**config.mk**
```make
export PLATFORM = sky130hd
export DESIGN_NAME = http_request_field_extractor_core
export DESIGN_NICKNAME = d
export VERILOG_FILES = /design/src/design/hrfe_pkg.sv /design/src/design/hrfe_parse.sv /design/src/design/http_request_field_extractor_core.sv
export VERILOG_INCLUDE_DIRS = /design/src /design/src/design
export SDC_FILE = /design/constraint.sdc
export NUM_CORES = 1
export LEC_CHECK = 0
export ABC_AREA = 1
export BUFFER_PORTS_ARGS = -buffer_cell sky130_fd_sc_hd__buf_2
export CAP_MARGIN = 40
export CORE_MARGIN = 4
export CORE_UTILIZATION = 54
export DETAILED_ROUTE_END_ITERATION = 16
export PLACE_DENSITY = 0.8
export SYNTH_ARGS = -nofsm -noshare
export SYNTH_HDL_FRONTEND = slang
export SYNTH_SLANG_ARGS = --single-unit
```
**constraint.sdc**
```tcl
create_clock -name clk -period 2.3 [get_ports clk]
set_input_delay 0.46 -clock clk [delete_from_list [all_inputs] [get_ports clk]]
set_output_delay 0.46 -clock clk [all_outputs]
set_load 0.005 [all_outputs]
```
**src/design/http_request_field_extractor_core_assert.svh**
```systemverilog
// Assertion macros used by the extractor core module.
// Each macro samples on clk and is disabled while rst is high.
`ifndef HTTP_REQUEST_FIELD_EXTRACTOR_CORE_ASSERT_SVH
`define HTTP_REQUEST_FIELD_EXTRACTOR_CORE_ASSERT_SVH

// Same-cycle implication.
`define HRFE_ASSERT_IMP(label, ante, cons, msg) \
  label: assert property (@(posedge clk) disable iff (rst) (ante) |-> (cons)) \
    else $error(msg);

// Next-cycle implication.
`define HRFE_ASSERT_NXT(label, ante, cons, msg) \
  label: assert property (@(posedge clk) disable iff (rst) (ante) |=> (cons)) \
    else $error(msg);

`endif

```
**src/design/hrfe_pkg.sv**
```systemverilog
package hrfe_pkg;

  localparam int MAX_MSG_LEN_DEF = 256;
  localparam int HOST_MAX_DEF    = 127;

  localparam logic [7:0] CHAR_SPACE = 8'h20;
  localparam logic [7:0] CHAR_CR    = 8'h0D;
  localparam logic [7:0] CHAR_G     = 8'h47;
  localparam logic [7:0] CHAR_E     = 8'h45;
  localparam logic [7:0] CHAR_T     = 8'h54;
  localparam logic [7:0] CHAR_P     = 8'h50;
  localparam logic [7:0] CHAR_O     = 8'h4F;
  localparam logic [7:0] CHAR_S     = 8'h53;
  localparam logic [7:0] CHAR_U     = 8'h55;
  localparam logic [7:0] CHAR_D     = 8'h44;
  localparam logic [7:0] CHAR_L     = 8'h4C;

  // "Host:" with the oldest byte high
  localparam logic [39:0] HOST_PAT = 40'h48_6F_73_74_3A;

  typedef enum logic [2:0] {
    METHOD_GET    = 3'd0,
    METHOD_POST   = 3'd1,
    METHOD_PUT    = 3'd2,
    METHOD_DELETE = 3'd3,
    METHOD_OTHER  = 3'd4
  } method_t;

  typedef struct packed {
    logic [7:0] data_byte;
    logic       last;
  } in_t;

  typedef struct packed {
    logic [7:0] out_byte;
    logic       is_url;
    logic       is_host;
    logic       is_last;
    method_t    method;
    logic       url_ok;
    logic [7:0] url_length;
    logic [6:0] host_length;
    logic       too_long;
  } out_t;

  function automatic method_t pick_method(input logic [2:0][7:0] fb);
    method_t m;
    m = METHOD_OTHER;
    if (fb[0] == CHAR_G && fb[1] == CHAR_E && fb[2] == CHAR_T) begin
      m = METHOD_GET;
    end else if (fb[0] == CHAR_P && fb[1] == CHAR_O && fb[2] == CHAR_S) begin
      m = METHOD_POST;
    end else if (fb[0] == CHAR_P && fb[1] == CHAR_U && fb[2] == CHAR_T) begin
      m = METHOD_PUT;
    end else if (fb[0] == CHAR_D && fb[1] == CHAR_E && fb[2] == CHAR_L) begin
      m = METHOD_DELETE;
    end
    return m;
  endfunction

endpackage

```
**src/design/hrfe_parse.sv**
```systemverilog
module hrfe_parse #(
  parameter int MAX_MSG_LEN = hrfe_pkg::MAX_MSG_LEN_DEF,
  parameter int HOST_MAX    = hrfe_pkg::HOST_MAX_DEF
) (
  input  logic          clk,
  input  logic          rst,
  input  logic          accept,
  input  hrfe_pkg::in_t in_req,
  output hrfe_pkg::out_t result
);

  localparam int PW = $clog2(MAX_MSG_LEN + 1);
  localparam int HW = $clog2(HOST_MAX + 1);

  typedef enum logic [1:0] {
    PH_SEARCH = 2'd0,
    PH_COPY   = 2'd1,
    PH_DONE   = 2'd2
  } phase_t;

  logic [PW-1:0]   pos, pos_next;
  logic [2:0][7:0] first_bytes, first_bytes_next;
  logic [1:0]      space_count, space_count_next;
  logic [7:0]      url_count, url_count_next;
  logic [39:0]     lookback, lookback_next;
  phase_t          phase, phase_next;
  logic [HW-1:0]   host_count, host_count_next;
  logic            overflow, overflow_next;

  logic [7:0]      b;
  logic            is_url, is_host, ok;

  assign b = in_req.data_byte;

  always_comb begin
    pos_next         = pos;
    first_bytes_next = first_bytes;
    space_count_next = space_count;
    url_count_next   = url_count;
    phase_next       = phase;
    host_count_next  = host_count;
    overflow_next    = overflow;
    is_url           = 1'b0;
    is_host          = 1'b0;

    if (pos >= PW'(MAX_MSG_LEN)) begin
      overflow_next = 1'b1;
    end else begin
      if (pos < PW'(3)) begin
        first_bytes_next[pos[1:0]] = b;
      end
      pos_next = pos + PW'(1);
    end

    if (b == hrfe_pkg::CHAR_SPACE) begin
      if (space_count != 2'd2) begin
        space_count_next = space_count + 2'd1;
      end
    end else if (space_count == 2'd1) begin
      is_url = 1'b1;
      if (url_count != 8'hFF) begin
        url_count_next = url_count + 8'd1;
      end
    end

    unique case (phase)
      PH_COPY: begin
        if (b == hrfe_pkg::CHAR_CR || host_count >= HW'(HOST_MAX)) begin
          phase_next = PH_DONE;
        end else begin
          is_host         = 1'b1;
          host_count_next = host_count + HW'(1);
          if (host_count_next >= HW'(HOST_MAX)) begin
            phase_next = PH_DONE;
          end
        end
      end
      PH_SEARCH: begin
        if (b == hrfe_pkg::CHAR_SPACE && lookback == hrfe_pkg::HOST_PAT) begin
          phase_next = PH_COPY;
        end
      end
      default: begin
        phase_next = phase;
      end
    endcase

    lookback_next = {lookback[31:0], b};
  end

  assign ok = (space_count_next == 2'd2) && (url_count_next != 8'd0);

  always_comb begin
    result          = '0;
    result.out_byte = b;
    result.is_url   = is_url;
    result.is_host  = is_host;
    result.is_last  = in_req.last;
    result.method   = hrfe_pkg::METHOD_GET;
    if (in_req.last) begin
      result.method      = hrfe_pkg::pick_method(first_bytes_next);
      result.url_ok      = ok;
      result.url_length  = ok ? url_count_next : 8'd0;
      result.host_length = 7'(host_count_next);
      result.too_long    = overflow_next;
    end
  end

  always_ff @(posedge clk) begin
    if (rst || (accept && in_req.last)) begin
      pos         <= '0;
      first_bytes <= '0;
      space_count <= '0;
      url_count   <= '0;
      lookback    <= '0;
      phase       <= PH_SEARCH;
      host_count  <= '0;
      overflow    <= 1'b0;
    end else if (accept) begin
      pos         <= pos_next;
      first_bytes <= first_bytes_next;
      space_count <= space_count_next;
      url_count   <= url_count_next;
      lookback    <= lookback_next;
      phase       <= phase_next;
      host_count  <= host_count_next;
      overflow    <= overflow_next;
    end
  end

endmodule

```
**src/design/http_request_field_extractor_core.sv**
```systemverilog
// Each accepted request byte has its result registered into out_req in the next cycle.
// Throughput: one byte per cycle; in_stall rises only while a result is
// held in the output register and out_stall is high.
// Reset (rst, synchronous): clears message state and the output valid;
// the first byte after reset starts a new message.
`include "http_request_field_extractor_core_assert.svh"

module http_request_field_extractor_core #(
  parameter int MAX_MSG_LEN = hrfe_pkg::MAX_MSG_LEN_DEF,
  parameter int HOST_MAX    = hrfe_pkg::HOST_MAX_DEF
) (
  input  logic           clk,
  input  logic           rst,
  input  logic           in_valid,
  output logic           in_stall,
  input  hrfe_pkg::in_t  in_req,
  output logic           out_valid,
  input  logic           out_stall,
  output hrfe_pkg::out_t out_req
);

  logic           accept;
  hrfe_pkg::out_t result;

  assign in_stall = out_valid && out_stall;
  assign accept   = in_valid && !in_stall;

  hrfe_parse #(
    .MAX_MSG_LEN(MAX_MSG_LEN),
    .HOST_MAX   (HOST_MAX)
  ) u_parse (
    .clk   (clk),
    .rst   (rst),
    .accept(accept),
    .in_req(in_req),
    .result(result)
  );

  always_ff @(posedge clk) begin
    if (rst) begin
      out_valid <= 1'b0;
    end else if (accept) begin
      out_valid <= 1'b1;
    end else if (!out_stall) begin
      out_valid <= 1'b0;
    end
  end

  always_ff @(posedge clk) begin
    if (accept) begin
      out_req <= result;
    end
  end

  `HRFE_ASSERT_NXT(a_accept_to_out, accept,
    out_valid && out_req.out_byte == $past(in_req.data_byte), "result byte lost")
  `HRFE_ASSERT_IMP(a_summary_zero, out_valid && !out_req.is_last,
    out_req.method == hrfe_pkg::METHOD_GET && !out_req.url_ok &&
    out_req.url_length == 8'd0 && out_req.host_length == 7'd0 && !out_req.too_long,
    "summary set on inner byte")
  `HRFE_ASSERT_IMP(a_url_not_space, out_valid && out_req.is_url,
    out_req.out_byte != hrfe_pkg::CHAR_SPACE, "space tagged as url")
  `HRFE_ASSERT_IMP(a_url_ok_len, out_valid && out_req.url_ok,
    out_req.url_length != 8'd0, "url_ok with empty url")

endmodule
```
==> metrics.txt, run 1 <==
worst skew pair latency approximately 0.43 ns; Starting DRT DRC Count between 500 and 600; Die H 116 um; clock skew 0.00783 ns; routed length per instance 12.5 um; worst hold-check path type input pin to register; Clk Tree Root Cell clkbuf_16; Ports 46; Pre-antenna DRT Iters 6; Yosys reg bits 125; cts hold-fix bufs 0; Pins Over Slew Limit 0; H-tree lvl count 4; DP HPWL 8980 um; PostCTS Resize Cnt 1; r2r setup slk 0.20 ns; via count between 5000 and 6000; Post-Route WL 13500 um; endpoints failing hold 0; die footprint 13400 um^2; vias in the first global route 4911; Clock Tree Buf Depth 2; CP max-delay cell dfxtp_1; Crit Path Max Fanout 16; sequential fraction of the synthesis area 0.449; asr flop ratio synth 0; pin count of the biggest net entering global routing 76; dominant cell type by area after synthesis dfxtp_1; share of the synthesized area in the top cell type 0.300; ys flop type dfxtp_1; Die Width around 120 um; worst relative slew slack 0.455; min Tclk post-route 2.10 ns; Pwr Total ~0.0057 W; Tot GR Track Use 0.213; slowest cell delay on critical path 0.44 ns; status completed; first-pass GRT wire length around 23000 um; Mapped Cells a little under 900; postcts setup bufs 0; CTS buffer count 17; Distinct cells, synth 37; fin util 0.641; Non-Filler Instances 1080; critical path's most frequent cell nand2_1; Hold WS about 0.2 ns; Worst Tran Pin Value 0.817 ns; Final Cycle Share 0.911; Mapped Area 6270 um^2; top cells by area, synth dfxtp_1, edfxtp_1, nand2_1; total grt overflow 0; Core Region 11400 um^2; final antenna-violating net count 0; initial antenna violation count 0; Warnings, synthesis 0; Synth Net Count 899; Area Overhead vs Synth 16.4%; Nets about 950; PortBufs 45; crit end category register; DR vias/cell 5.12; Post-Place Setup Slack -0.00912 ns; power per cell area a little under 800 nW/um^2; Worst-path clk slew 0.06 ns; Post-synth EDFFs 31; row count 39; IR drop worst, VDD 562 uV; starting density of the core 0.551; Data arrival, critical path roughly 2.3 ns; Critical Path Source Type register; Crit Path Category register to register; Req. time, crit path 2.48 ns; Max Cap Violations 0; layout cells sized above 1 0.153; FMAX 477 MHz; leakage power approximately 3.3 nW; TritonCTS clock tree yes; clock sinks roughly 130; RSZ-0062 raised after global routing false; dpl cells 1048; placer congestion estimate 0.891; final setup margin 0.205 ns; ant diodes 0; mean post-synth cell area around 7.1 um^2; DRC viols 0; worst-path cell chain inv_1 -> ha_4 -> nand2_1 -> o21ai_0 -> nand2_1 -> nand2_1 -> nor2_1 -> nand2_1 -> nor2_2 -> nand3_1 -> nand3_2 -> nor2_1; final setup vio count 0
## cells in the final DEF (no fill, tap or decap), drive strengths merged, types with 9 or more instances in the layout
cell / instances
buf: 60
ha: 9
nor2: 85
o21ai: 74
inv: 139
edfxtp: 31
dfxtp: 94
clkbuf: 20
nand4: 12
nand2: 265
nand3: 25
a21oi: 87
## routing by layer
layer  routed length (um)  up-vias  global-route usage
met1                 6090     2464               0.269
met2                 6440      147               0.345
met5                    0        -                   0
met4                  329        0              0.0982
li1                     -     2885                   -
met3                  681       30              0.0517
## stage by stage
| stage | setup TNS [ns] | cell area [um^2] |
|---|---|---|
| floorplan | 0 | 6270 |
| global placement | 0 | 6680 |
| detailed placement | -0.0113 | 6680 |
| CTS | 0 | 7260 |
| global route | 0 | 7290 |
| finish | 0 | 7290 |
## registers in the layout (all words and copies together) (netlist names)
name / count
u_parse.host_count: 7
out_req: 31
u_parse.pos: 9
u_parse.space_count: 2
u_parse.phase: 2
u_parse.url_count: 8
u_parse.overflow: 1
u_parse.lookback: 40
out_valid: 1
u_parse.first_bytes: 24
## area by class of cell
cell class,instances,area [um^2]
Clock buffer,20,478
Clock inverter,12,98.8
Fill cell,988,4080
Inverter,132,495
Multi-Input combinational cell,588,2850
Sequential cell,125,2810
Tap cell,143,179
Timing Repair Buffer,60,375
## worst paths after layout
kind | cells past startpoint | startpoint | endpoint
min reg2reg | 2 | u_parse.lookback[33] | u_parse.lookback[33]
min | 2 | rst | out_valid
max reg2reg | 12 | u_parse.pos[1] | out_req[19]
max | 12 | u_parse.pos[1] | out_req[19]
## cells in the mapped netlist, types with 11 or more instances
cell      number
a21oi_1       87
nand3_1       23
inv_1        127
o21ai_0       70
buf_1         11
clkbuf_1      16
dfxtp_1       94
nand2_1      244
nor2_1        69
nand4_1       11
edfxtp_1      31
nand2_2       20
## cell families (layout without fill, tap and decap cells)
family                     Yosys count  after routing  synth area share
and+or+nand+nor                    398            398             0.277
DFF                                125            125             0.449
AOI/OAI and AO/OA                  176            176             0.147
adders and majority gates            9              9            0.0180
xor gates and xnor gates             5              5           0.00699
buffers and inverters              164            224             0.102
## critical path, delay by kind of cell, from the launching register on
family                   cells  cell delay, ns
AND/OR/NAND/NOR              9            0.90
buffers and inverters        1            0.17
adder cells (fa/ha/maj)      1            0.26
flip-flops                   1            0.44
AO/OA/AOI/OAI                1            0.08
## where the power goes
part / leakage [nW] / total (W) / internal, W / switching [W]
clock network: 0.282 / 0.00257 / 0.00152 / 0.00105
registers: 1.08 / 0.00241 / 0.00235 / 0.0000592
logic: 1.90 / 0.000673 / 0.000234 / 0.000439
total: 3.26 / 0.00565 / 0.00411 / 0.00155
Note: power is estimated with default switching activity, not from simulation.
==> run 2: changes to the inputs <==
--- a/config.mk
+++ b/config.mk
@@ -9,7 +9,7 @@
 export ABC_AREA = 1
 export BUFFER_PORTS_ARGS = -buffer_cell sky130_fd_sc_hd__buf_2
 export CAP_MARGIN = 40
-export CORE_MARGIN = 4
+export CORE_MARGIN = 2
 export CORE_UTILIZATION = 54
 export DETAILED_ROUTE_END_ITERATION = 16
 export PLACE_DENSITY = 0.8
==> metrics.txt, run 2 (synthesis results as in run 1) <==
Clk Tree Root Cell clkbuf_16; Nets 949 (+0.32%); fin util 0.641 (-0.000771); DRC viols 0 (unchanged); IR drop worst, VDD 534 uV (-4.9%); met3 wire length 713 um (+4.7%); min Tclk post-route 2.08 ns (-0.0159 ns); Biggest register u_parse.lookback; Pwr Total 0.00564 W (-0.25%); DP HPWL 8960 um (-0.21%); most common cell after layout, fill and taps aside nand2_1; PortBufs 45 (unchanged); Critical Path Source Type register; die footprint 12500 um^2 (-6.8%); DR vias/cell 5.10 (-0.26%); Req. time, crit path 2.46 ns (-0.02 ns); Top delay family on crit path simple AND/OR/NAND/NOR gates; first-pass GRT wire length 23300 um (+2.9%); Post-Route Setup TNS 0 ns (unchanged); clock sinks 125 (unchanged); most frequent cells in the layout nand2_1, inv_1, dfxtp_1; final setup vio count 0 (unchanged); ant diodes 0 (unchanged); Starting DRT DRC Count 491 (-11%); Data arrival, critical path 2.24 ns (-0.04 ns); critical path's most frequent cell nand2_1; Post-Route WL 13500 um (about the same); Core Region 11400 um^2 (unchanged); CTS buffer count 17 (unchanged); Die H 112 um (-3.5%); routed length per instance 12.5 um (-0.37%); status completed; RSZ-0062 raised after global routing false; endpoints failing hold 0 (unchanged); worst skew pair latency 0.42 ns (about the same); Area Overhead vs Synth 16.2%; Tot GR Track Use 0.230 (+0.0169); Clock Tree Buf Depth 2 (unchanged); Crit Path Max Fanout 9 (-7); Pins Over Slew Limit 0 (unchanged); row count 39 (unchanged); slowest cell delay on critical path 0.40 ns (-0.04 ns); initial antenna violation count 0 (unchanged); FMAX 481 MHz (+0.76%); Pre-antenna DRT Iters 5 (-1); Post-Route M1 WL 6050 um (-0.71%); post-route cell area 7280 um^2 (-0.12%); via count 5527 (+0.018%); leakage power 3.27 nW (+0.34%); max reg flops 40 (unchanged); Max Cap Violations 0 (unchanged); WL met2 6430 um (-0.12%); placer congestion estimate 0.870 (-2.4%); DP Area 6700 um^2 (+0.34%); CP max-delay cell dfxtp_1; clock skew 0.00811 ns (+0.000276 ns); postcts setup bufs 0 (unchanged); Worst-path clk slew 0.05 ns (about the same); Non-Filler Instances 1083 (+0.28%); Buffers & Inverters on Critical Path 0 (-1); Final Cycle Share 0.904 (-0.00691); vias in the first global route 5143 (+4.7%); dpl cells 1051 (+0.29%); final antenna-violating net count 0 (unchanged); H-tree lvl count 4 (unchanged); starting density of the core 0.551 (unchanged); layout cells sized above 1 0.156 (+0.00377); Crit Path Category register to register; Die Width 112 um (-3.5%); Top Metal Used met4; crit end category register; Worst Tran Pin Value 0.864 ns (+0.0473 ns); pin count of the biggest net entering global routing 57 (-25%); worst hold-check path type input pin to register; Ports 46 (unchanged); power per cell area 774 nW/um^2 (-0.13%); total grt overflow 0 (unchanged); biggest regs u_parse.lookback x40, out_req x31, u_parse.first_bytes x24; TritonCTS clock tree yes; worst relative slew slack 0.423 (-0.0316); worst-path cell chain ha_1 -> nand3_1 -> nor2_2 -> nand2_1 -> nand2_2 -> nand2_1 -> o21ai_1 -> nand2_1 -> nor2_1 -> nand2_1 -> nand2_2 -> nor2_1
[run 2: power by group]
part           internal [W]  switching (W)
Clock               0.00160       0.000962
Combinational      0.000230       0.000438
Sequential          0.00235      0.0000574
Total               0.00418        0.00146
[run 2: metrics by stage]
step           setup slack [ns]  hold WS [ns]
5_1_grt                  0.0188         0.201
6_report                  0.221         0.207
3_3_place_gp             0.0809         0.443
2_1_floorplan             0.338         0.432
3_5_place_dp             0.0340         0.453
4_1_cts                  0.0857         0.193
[run 2: path summary, 6_finish.rpt]
check | cells after the start | start | slack [ns] | end
max | 12 | u_parse.url_count[0] | 0.22 | out_req[12]
min | 2 | rst | 0.21 | out_valid
max reg2reg | 12 | u_parse.url_count[0] | 0.22 | out_req[12]
min reg2reg | 2 | u_parse.lookback[37] | 0.46 | u_parse.lookback[37]
[run 2: final cells by class]
| type | instances | area [um^2] |
|---|---|---|
| clock inverter | 10 | 83.8 |
| tap | 143 | 179 |
| fill | 1003 | 4090 |
| timing repair buffer | 63 | 398 |
| clock buffer | 22 | 485 |
| sequential | 125 | 2810 |
| inverter | 132 | 495 |
| multi-input combinational | 588 | 2830 |
[run 2: layer usage]
metal / global-route usage / up-vias
li1: - / 2895
met1: 0.290 / 2460
met2: 0.371 / 142
met3: 0.0572 / 30
met4: 0.107 / 0
met5: 0 / -
[run 2: repair_timing]
item / in CTS / in global routing
hold buffers: 0 / 0
resized for setup: 0 / 7
setup endpoints to repair: 0 / 11
